**config.mk**
```make
export PLATFORM = sky130hd
export DESIGN_NAME = scalar_kalman_smoother
export DESIGN_NICKNAME = d
export VERILOG_FILES = /design/src/rtl/core/skf_pkg.sv /design/src/rtl/core/scalar_kalman_smoother.sv
export SDC_FILE = /design/constraint.sdc
export NUM_CORES = 2
export LEC_CHECK = 0
export ABC_AREA = 1
export CAP_MARGIN = 20
export CELL_PAD_IN_SITES_DETAIL_PLACEMENT = 0
export CELL_PAD_IN_SITES_GLOBAL_PLACEMENT = 1
export CORE_ASPECT_RATIO = 1.75
export CORE_MARGIN = 2
export CORE_UTILIZATION = 35
export CTS_CLUSTER_DIAMETER = 100
export CTS_CLUSTER_SIZE = 30
export DETAILED_ROUTE_END_ITERATION = 8
export DONT_BUFFER_PORTS = 1
export GPL_TIMING_DRIVEN = 1
export PLACE_DENSITY_LB_ADDON = 0.1
export SYNTH_ARGS = -nofsm -noshare
export SYNTH_HDL_FRONTEND = slang
export SYNTH_SLANG_ARGS = --single-unit
```
**constraint.sdc**
```tcl
create_clock -name clock -period 6.8 [get_ports clock]
set_clock_uncertainty 0.2 [all_clocks]
set_input_delay 1.36 -clock clock [delete_from_list [all_inputs] [get_ports clock]]
set_output_delay 1.36 -clock clock [all_outputs]
set_load 0.005 [all_outputs]
```
**src/rtl/core/skf_pkg.sv**
```systemverilog
// ----------------------------------------------------------------------------
// skf_pkg
// Shared types, constants and the microcode program of the scalar Kalman
// smoother.
// ----------------------------------------------------------------------------
package skf_pkg;

   // Gain format and division length.
   localparam int GAIN_BITS  = 16;
   localparam int DIV_STEPS  = GAIN_BITS + 1;
   localparam int DIV_CNT_W  = $clog2(DIV_STEPS);
   localparam logic [DIV_CNT_W-1:0] DIV_LAST = DIV_CNT_W'(DIV_STEPS - 1);

   // Configuration port.
   localparam int CSR_DATA_W  = 32;
   localparam int CSR_INDEX_W = 1;
   localparam logic [CSR_INDEX_W-1:0] CSR_PROCESS_NOISE     = 1'd0;
   localparam logic [CSR_INDEX_W-1:0] CSR_MEASUREMENT_NOISE = 1'd1;

   // Program counter.
   localparam int PC_W = 4;
   typedef logic [PC_W-1:0] pc_type;

   // Program step addresses.
   localparam pc_type STEP_IDLE     = 4'd0;
   localparam pc_type STEP_PRED     = 4'd1;
   localparam pc_type STEP_DIV_INIT = 4'd2;
   localparam pc_type STEP_DIV      = 4'd3;
   localparam pc_type STEP_GAIN     = 4'd4;
   localparam pc_type STEP_MAG      = 4'd5;
   localparam pc_type STEP_MUL_UPD  = 4'd6;
   localparam pc_type STEP_UPDATE   = 4'd7;
   localparam pc_type STEP_MUL_COV  = 4'd8;
   localparam pc_type STEP_COV      = 4'd9;
   localparam pc_type STEP_EMIT     = 4'd10;
   localparam pc_type STEP_RETURN   = 4'd11;

   // Datapath operations.
   typedef enum logic [3:0] {
      OP_NOP,
      OP_LOAD,
      OP_PRED,
      OP_DIV_INIT,
      OP_DIV_STEP,
      OP_GAIN,
      OP_MAG,
      OP_MUL_UPD,
      OP_UPDATE,
      OP_MUL_COV,
      OP_COV,
      OP_EMIT
   } op_type;

   // Jump conditions: the jump is taken when the condition holds.
   typedef enum logic [2:0] {
      COND_NEXT,
      COND_ALWAYS,
      COND_NO_REQ,
      COND_DIV_MORE,
      COND_OUT_BUSY
   } cond_type;

   // One control word.
   typedef struct packed {
      op_type   op;
      cond_type cond;
      pc_type   target;
   } ucode_type;

   // Microcode program.
   function automatic ucode_type ucode_rom(input pc_type pc);
      ucode_type w;
      w = '{op: OP_NOP, cond: COND_ALWAYS, target: STEP_IDLE};
      case (pc)
         STEP_IDLE:     w = '{op: OP_LOAD,     cond: COND_NO_REQ,   target: STEP_IDLE};
         STEP_PRED:     w = '{op: OP_PRED,     cond: COND_NEXT,     target: STEP_IDLE};
         STEP_DIV_INIT: w = '{op: OP_DIV_INIT, cond: COND_NEXT,     target: STEP_IDLE};
         STEP_DIV:      w = '{op: OP_DIV_STEP, cond: COND_DIV_MORE, target: STEP_DIV};
         STEP_GAIN:     w = '{op: OP_GAIN,     cond: COND_NEXT,     target: STEP_IDLE};
         STEP_MAG:      w = '{op: OP_MAG,      cond: COND_NEXT,     target: STEP_IDLE};
         STEP_MUL_UPD:  w = '{op: OP_MUL_UPD,  cond: COND_NEXT,     target: STEP_IDLE};
         STEP_UPDATE:   w = '{op: OP_UPDATE,   cond: COND_NEXT,     target: STEP_IDLE};
         STEP_MUL_COV:  w = '{op: OP_MUL_COV,  cond: COND_NEXT,     target: STEP_IDLE};
         STEP_COV:      w = '{op: OP_COV,      cond: COND_NEXT,     target: STEP_IDLE};
         STEP_EMIT:     w = '{op: OP_EMIT,     cond: COND_OUT_BUSY, target: STEP_EMIT};
         STEP_RETURN:   w = '{op: OP_NOP,      cond: COND_ALWAYS,   target: STEP_IDLE};
         default:       w = '{op: OP_NOP,      cond: COND_ALWAYS,   target: STEP_IDLE};
      endcase
      return w;
   endfunction

endpackage

```
**src/rtl/core/scalar_kalman_smoother.sv**
```systemverilog
// ----------------------------------------------------------------------------
// scalar_kalman_smoother
// One-dimensional Kalman filter over a stream of fixed-point sensor samples,
// run by a small microcoded sequencer over a shared datapath.
// ----------------------------------------------------------------------------
// The block takes one measurement word at a time and returns one word holding
// the updated estimate and the gain used. A new measurement is accepted only
// after the sequencer has finished the last one and returned to its first
// step. The gain is formed by a restoring division, one quotient bit per
// cycle; the two products share one multiplier on separate steps. The input
// stall is low only while the sequencer waits at its first step, and the
// result sits in an output register so that the next measurement may enter
// while it waits to be taken. Noise registers may be written only while idle.
module scalar_kalman_smoother
   import skf_pkg::*;
#(
   parameter int VALUE_WIDTH   = 32,
   parameter int FRACTION_BITS = 16
) (
   input  logic                          clock,
   input  logic                          reset,
   // Measurement words
   input  logic                          req_valid,
   output logic                          req_stall,
   input  logic signed [VALUE_WIDTH-1:0] req_measurement,
   // Result words
   output logic                          rsp_valid,
   input  logic                          rsp_stall,
   output logic signed [VALUE_WIDTH-1:0] rsp_estimate,
   output logic [GAIN_BITS-1:0]          rsp_gain,
   // Configuration writes
   input  logic                          csr_write_enable,
   input  logic [CSR_INDEX_W-1:0]        csr_index,
   input  logic [CSR_DATA_W-1:0]         csr_write_data
);

   // Derived widths.
   localparam int NOISE_W = (VALUE_WIDTH > CSR_DATA_W) ? VALUE_WIDTH : CSR_DATA_W;
   localparam int SUM_W   = NOISE_W + 1;
   localparam int REM_W   = SUM_W + 1;
   localparam int MUL_B_W = GAIN_BITS + 1;
   localparam int PROD_W  = VALUE_WIDTH + MUL_B_W;

   // Reset constants, rounded half up.
   localparam logic [63:0] FSCALE          = 64'd1 << FRACTION_BITS;
   localparam logic [63:0] Q_RESET_FULL     = (FSCALE + 64'd500) / 64'd1000;
   localparam logic [63:0] R_RESET_FULL     = (64'd543 * FSCALE + 64'd500) / 64'd1000;
   localparam logic [63:0] PRIOR_RESET_FULL = (64'd2 * FSCALE + 64'd50) / 64'd100;
   localparam logic [CSR_DATA_W-1:0]  Q_RESET     = Q_RESET_FULL[CSR_DATA_W-1:0];
   localparam logic [CSR_DATA_W-1:0]  R_RESET     = R_RESET_FULL[CSR_DATA_W-1:0];
   localparam logic [VALUE_WIDTH-1:0] PRIOR_RESET = PRIOR_RESET_FULL[VALUE_WIDTH-1:0];
   localparam logic [MUL_B_W-1:0]     GAIN_ONE    = MUL_B_W'(1) << GAIN_BITS;

   // Sequencer state.
   pc_type                 pc_ff, pc_in;
   logic [DIV_CNT_W-1:0]   div_cnt_ff, div_cnt_in;
   ucode_type              uword;
   logic                   jump;

   // Configuration and filter state.
   logic [CSR_DATA_W-1:0]  process_noise_ff, process_noise_in;
   logic [CSR_DATA_W-1:0]  measurement_noise_ff, measurement_noise_in;
   logic [VALUE_WIDTH-1:0] prior_ff, prior_in;
   logic [VALUE_WIDTH-1:0] est_ff, est_in;
   logic                   rsp_valid_ff, rsp_valid_in;

   // Working registers.
   logic [VALUE_WIDTH-1:0] meas_ff, meas_in;
   logic [VALUE_WIDTH-1:0] pred_ff, pred_in;
   logic [SUM_W-1:0]       den_ff, den_in;
   logic                   den_nz_ff, den_nz_in;
   logic [REM_W-1:0]       remainder_ff, remainder_in;
   logic [MUL_B_W-1:0]     quo_ff, quo_in;
   logic [GAIN_BITS-1:0]   gain_ff, gain_in;
   logic [VALUE_WIDTH-1:0] mag_ff, mag_in;
   logic                   up_ff, up_in;
   logic [PROD_W-1:0]      prod_ff, prod_in;
   logic [VALUE_WIDTH-1:0] rsp_estimate_ff, rsp_estimate_in;
   logic [GAIN_BITS-1:0]   rsp_gain_ff, rsp_gain_in;

   // Datapath intermediates.
   logic                   req_accept;
   logic                   out_busy;
   logic                   out_load;
   logic [SUM_W-1:0]       pred_sum;
   logic                   div_ge;
   logic [REM_W-1:0]       rem_sub;
   logic [VALUE_WIDTH-1:0] mul_a;
   logic [MUL_B_W-1:0]     mul_b;
   logic [VALUE_WIDTH-1:0] delta;

   // Handshake status.
   assign req_stall  = (pc_ff != STEP_IDLE);
   assign req_accept = req_valid && !req_stall;
   assign out_busy   = rsp_valid_ff && rsp_stall;
   assign out_load   = (uword.op == OP_EMIT) && !out_busy;

   // Control word fetch and next step.
   assign uword = ucode_rom(pc_ff);

   always_comb begin
      case (uword.cond)
         COND_NEXT:     jump = 1'b0;
         COND_ALWAYS:   jump = 1'b1;
         COND_NO_REQ:   jump = !req_accept;
         COND_DIV_MORE: jump = (div_cnt_ff != DIV_LAST);
         COND_OUT_BUSY: jump = out_busy;
         default:       jump = 1'b1;
      endcase
      pc_in = jump ? uword.target : pc_ff + pc_type'(1);
   end

   // Shared arithmetic.
   assign pred_sum = SUM_W'(prior_ff) + SUM_W'(process_noise_ff);
   assign div_ge   = den_nz_ff && (remainder_ff >= REM_W'(den_ff));
   assign rem_sub  = div_ge ? remainder_ff - REM_W'(den_ff) : remainder_ff;
   assign delta    = prod_ff[GAIN_BITS +: VALUE_WIDTH];

   // The one multiplier: update step first, covariance shrink second.
   always_comb begin
      if (uword.op == OP_MUL_COV) begin
         mul_a = pred_ff;
         mul_b = GAIN_ONE - MUL_B_W'(gain_ff);
      end else begin
         mul_a = mag_ff;
         mul_b = MUL_B_W'(gain_ff);
      end
   end

   // Next values, selected by the current operation.
   always_comb begin
      div_cnt_in           = div_cnt_ff;
      process_noise_in     = process_noise_ff;
      measurement_noise_in = measurement_noise_ff;
      prior_in             = prior_ff;
      est_in               = est_ff;
      meas_in              = meas_ff;
      pred_in              = pred_ff;
      den_in               = den_ff;
      den_nz_in            = den_nz_ff;
      remainder_in         = remainder_ff;
      quo_in               = quo_ff;
      gain_in              = gain_ff;
      mag_in               = mag_ff;
      up_in                = up_ff;
      prod_in              = prod_ff;
      rsp_estimate_in      = rsp_estimate_ff;
      rsp_gain_in          = rsp_gain_ff;

      // Result register empties when taken and refills on the emit step.
      rsp_valid_in = rsp_valid_ff && rsp_stall;

      case (uword.op)
         OP_LOAD: begin
            if (req_accept) begin
               meas_in = req_measurement;
            end
         end
         OP_PRED: begin
            // Predicted covariance saturates at the largest value.
            pred_in = (|pred_sum[SUM_W-1:VALUE_WIDTH]) ? '1 : pred_sum[VALUE_WIDTH-1:0];
         end
         OP_DIV_INIT: begin
            den_in       = SUM_W'(pred_ff) + SUM_W'(measurement_noise_ff);
            den_nz_in    = (pred_ff != '0) || (measurement_noise_ff != '0);
            remainder_in = REM_W'(pred_ff);
            quo_in       = '0;
            div_cnt_in   = '0;
         end
         OP_DIV_STEP: begin
            // One quotient bit per cycle; a zero denominator leaves it zero.
            quo_in       = {quo_ff[MUL_B_W-2:0], div_ge};
            remainder_in = rem_sub << 1;
            div_cnt_in   = div_cnt_ff + DIV_CNT_W'(1);
         end
         OP_GAIN: begin
            // A gain of exactly one is held at the largest code.
            gain_in = quo_ff[GAIN_BITS] ? '1 : quo_ff[GAIN_BITS-1:0];
         end
         OP_MAG: begin
            up_in  = ($signed(meas_ff) >= $signed(est_ff));
            mag_in = ($signed(meas_ff) >= $signed(est_ff)) ? meas_ff - est_ff
                                                           : est_ff - meas_ff;
         end
         OP_MUL_UPD: begin
            prod_in = PROD_W'(mul_a) * PROD_W'(mul_b);
         end
         OP_UPDATE: begin
            // Truncated step keeps the estimate between old value and sample.
            est_in = up_ff ? est_ff + delta : est_ff - delta;
         end
         OP_MUL_COV: begin
            prod_in = PROD_W'(mul_a) * PROD_W'(mul_b);
         end
         OP_COV: begin
            prior_in = prod_ff[GAIN_BITS +: VALUE_WIDTH];
         end
         OP_EMIT: begin
            if (out_load) begin
               rsp_valid_in    = 1'b1;
               rsp_estimate_in = est_ff;
               rsp_gain_in     = gain_ff;
            end
         end
         default: begin
         end
      endcase

      // Configuration writes.
      if (csr_write_enable) begin
         case (csr_index)
            CSR_PROCESS_NOISE:     process_noise_in     = csr_write_data;
            CSR_MEASUREMENT_NOISE: measurement_noise_in = csr_write_data;
            default: begin
            end
         endcase
      end
   end

   // Control and filter state, loaded with their reset values by reset.
   always_ff @(posedge clock) begin
      if (reset) begin
         pc_ff                <= STEP_IDLE;
         div_cnt_ff           <= '0;
         rsp_valid_ff         <= 1'b0;
         process_noise_ff     <= Q_RESET;
         measurement_noise_ff <= R_RESET;
         prior_ff             <= PRIOR_RESET;
         est_ff               <= '0;
      end else begin
         pc_ff                <= pc_in;
         div_cnt_ff           <= div_cnt_in;
         rsp_valid_ff         <= rsp_valid_in;
         process_noise_ff     <= process_noise_in;
         measurement_noise_ff <= measurement_noise_in;
         prior_ff             <= prior_in;
         est_ff               <= est_in;
      end
   end

   // Datapath working registers.
   always_ff @(posedge clock) begin
      meas_ff         <= meas_in;
      pred_ff         <= pred_in;
      den_ff          <= den_in;
      den_nz_ff       <= den_nz_in;
      remainder_ff    <= remainder_in;
      quo_ff          <= quo_in;
      gain_ff         <= gain_in;
      mag_ff          <= mag_in;
      up_ff           <= up_in;
      prod_ff         <= prod_in;
      rsp_estimate_ff <= rsp_estimate_in;
      rsp_gain_ff     <= rsp_gain_in;
   end

   // Result ports.
   assign rsp_valid    = rsp_valid_ff;
   assign rsp_estimate = $signed(rsp_estimate_ff);
   assign rsp_gain     = rsp_gain_ff;

`ifndef SYNTHESIS
   // An accepted word always starts the prediction step next.
   a_accept_starts: assert property (@(posedge clock) disable iff (reset)
      req_accept |=> (pc_ff == STEP_PRED))
      else $error("accepted word did not start the prediction step");

   // The division loop never runs past its last quotient bit.
   a_div_bound: assert property (@(posedge clock) disable iff (reset)
      (pc_ff == STEP_DIV) |-> (div_cnt_ff <= DIV_LAST))
      else $error("division loop overran");

   // The new estimate lies between the old estimate and the sample.
   a_est_between: assert property (@(posedge clock) disable iff (reset)
      (pc_ff == STEP_UPDATE) |=>
         (up_ff ? ($signed(est_ff) >= $signed($past(est_ff)) &&
                   $signed(est_ff) <= $signed(meas_ff))
                : ($signed(est_ff) <= $signed($past(est_ff)) &&
                   $signed(est_ff) >= $signed(meas_ff))))
      else $error("estimate update left its interval");

   // The kept covariance never exceeds the prediction it came from.
   a_cov_shrinks: assert property (@(posedge clock) disable iff (reset)
      (pc_ff == STEP_COV) |=> (prior_ff <= pred_ff))
      else $error("covariance grew in the update");

   // A result appears only out of the emit step.
   a_emit_only: assert property (@(posedge clock) disable iff (reset)
      $rose(rsp_valid_ff) |-> ($past(pc_ff) == STEP_EMIT))
      else $error("result raised outside the emit step");
`endif

endmodule
```
==> metrics.yaml <==
route.detailed.drc: 0
synth_async_sr_flop_share_pct: 0
finalSetupViolations: 28
reg2reg_to: "prod_ff[39]"
synth-main-ff-cell: "edfxtp_1"
initial_core_util_pct: 35.21
htree_levels: 1
wl_um: 187700
clk_path_buf_depth: 3
tritoncts: "built"
clk_transition_reported_paths_ns: 0.12
synth_nets: 7166
antenna_left: 0
violations: "negative setup slack"
grt-ovfl-total: 0
dpl.hpwl_um: 159800
r2r-start: "gain_ff[2]"
period_minus_slack_ns: 7.003
drv_cap: 0
first_pass_iters: 7
met1_length_um: 67490
reg2regPathDepth: 27
dieArea_um2: 138200
status: "finished with violations"
wl_met2_um: 103100
grt_max_degree: 99
routed-wl-met3_um: 5032
cp.required_ns: 7.02
path_max_fanout: 5
synth_seq_area_share_pct: 23.88
regToRegSetupSlack_ns: -0.20
post-route-period-util_pct: 103.0
place_congestion: 0.9845
die_h_um: 490.2
synth-seq-cells: 425
crit_top_cell: "fa_1"
yosysWarnings: 0
root_buffer: "clkbuf_16"
row_count: 178
arrival_ns: 7.22
clk_latency_ns: 0.67
gr-usage-all-layers_pct: 27.06
min_from: "uword[1]"
area_growth_pct: 18.99
synth_edf_count: 278
nets: 7506
slew_headroom_pct: 30.45
io_buffer_count: 0
hold_class: "flip-flop to flip-flop"
drt_iter0_drc: 2260
vias_per_cell: 4.934
yosysUniqueCellTypes: 58
vias: 41886
wl_per_cell_um: 22.11
grt_setup_unrepaired: "true"
core_um2: 134300
cpMaxStageDelayCell: "fa_1"
final_hold_viol_count: 0
max_slew.worst_pin.slew_ns: 1.042
netlist_instances: 6327
syn_area_um2: 47280
tns_ns: -2.744
final_common_cell: "nand2_1"
die_w_um: 281.8
grt_pass1_vias: 44021
max_freq_ghz: 0.1428
min_to: "pc_ff[1]"
worst_slack_ns: -0.2030
end_kind: "flip-flop"
ios: 120
syn_avg_cell_area_um2: 7.473
final_cell_mix: "1462 x nand2_1, 1196 x inv_1, 602 x nor2_1, 429 x fa_1, 399 x buf_4"
highest_layer: "met5"
grt_pass1_wl_um: 276100
cp-start-kind: "flip-flop"
min_path_cells: 2
clock_sinks: 425
drive_gt1_share_pct: 15.76
cpPeakStageDelay_ns: 0.59
slew_viol_final: 0
cts_buffers: 25
antenna_found_initial: 6
worst-setup-path-type: "flip-flop to flip-flop"
cts_hold_buf: 0
## registers in the layout, summed over array words and instances (netlist names), 17 cells and up
name,cells
den_ff,33
est_ff,32
mag_ff,32
meas_ff,32
measurement_noise_ff,32
pred_ff,32
prior_ff,32
process_noise_ff,32
prod_ff,32
quo_ff,17
remainder_ff,34
rsp_estimate,32
## cells by family after synthesis
group / synth area share, %
AOI/OAI and AO/OA: 9.153
xor gates and xnor gates: 3.239
adders and majority gates: 27.53
buffers and inverters: 12.21
DFF: 23.88
and+or+nand+nor: 23.99
## critical path, delay by kind of cell (launching register included)
family / cells / cell delay, ns
compound gates: 3 / 0.58
simple gates: 10 / 1.20
flops: 1 / 0.53
xor+xnor: 2 / 0.38
fa+ha+maj: 7 / 3.29
buf+inv: 5 / 0.54
## worst max path at each step
| stage | slack, ns | start | endpoint |
|---|---|---|---|
| 3_5_place_dp | -0.79 | gain_ff[0] | prod_ff[43] |
| 5_1_grt | -0.40 | gain_ff[2] | prod_ff[36] |
| 2_1_floorplan | 0.32 | gain_ff[0] | prod_ff[36] |
| 6_report | -0.20 | gain_ff[2] | prod_ff[39] |
| 3_3_place_gp | -0.84 | uword[7] | prod_ff[43] |
| 4_1_cts | -0.23 | gain_ff[1] | prod_ff[43] |
## final cells by class
cell class                      count  area (um2)
Fill cell                       13987       78030
Clock inverter                     19       299.0
Antenna cell                        3       7.507
Sequential cell                   425       11290
Timing Repair Buffer              487        4608
Tap cell                         1800        2252
Inverter                         1276        4823
Multi-Input combinational cell   4452       32340
Clock buffer                       27       643.1
## cell usage after synthesis (29+ instances only)
cell	n	share of area, %
edfxtp_1	278	18
nand4_1	50	0.66
nand2_2	30	0.40
nand2_1	1531	12
dfxtp_1	147	6.2
inv_1	1253	9.9
nor2_1	679	5.4
xor2_1	129	2.4
nand3_1	297	3.1
ha_1	317	8.4
a21oi_1	307	3.2
a21o_1	30	0.48
nor3_1	48	0.51
o21ai_0	267	2.8
xnor2_1	44	0.82
fa_1	452	19
clkbuf_1	50	0.40
buf_2	71	0.75
o21ai_1	29	0.31
o21bai_1	31	0.49
## metal layers
layer,global-route usage (%),up-vias
li1,-,20300
met1,28.26,20395
met2,52.60,858
met3,2.080,331
met4,14.38,2
met5,0,-
## stage by stage
stage	setup WS (ns)	utilization (%)	hold slack [ns]	instances	cell area [um2]
floorplan	0.3165	-	0.2264	6327	47280
global placement	-0.8387	39.12	0.2495	8389	52540
detailed placement	-0.7867	39.12	0.2565	8389	52540
CTS	-0.2310	41.24	0.2375	8470	55380
global route	-0.4047	41.89	0.2525	8487	56260
finish	-0.2030	41.89	0.2307	8489	56260
## what timing repair did
item | 4_1_cts | 5_1_grt
pin swaps | 87 | 82
setup buffers | 32 | 16
endpoints found under the hold margin | 0 | 0
gates resized for setup | 387 | 175
endpoints found under the setup margin | 32 | 32
cloned | 5 | 2
Power is not shown: default switching activity piles up to over one toggle a cycle in this logic, so the estimate is an artifact.
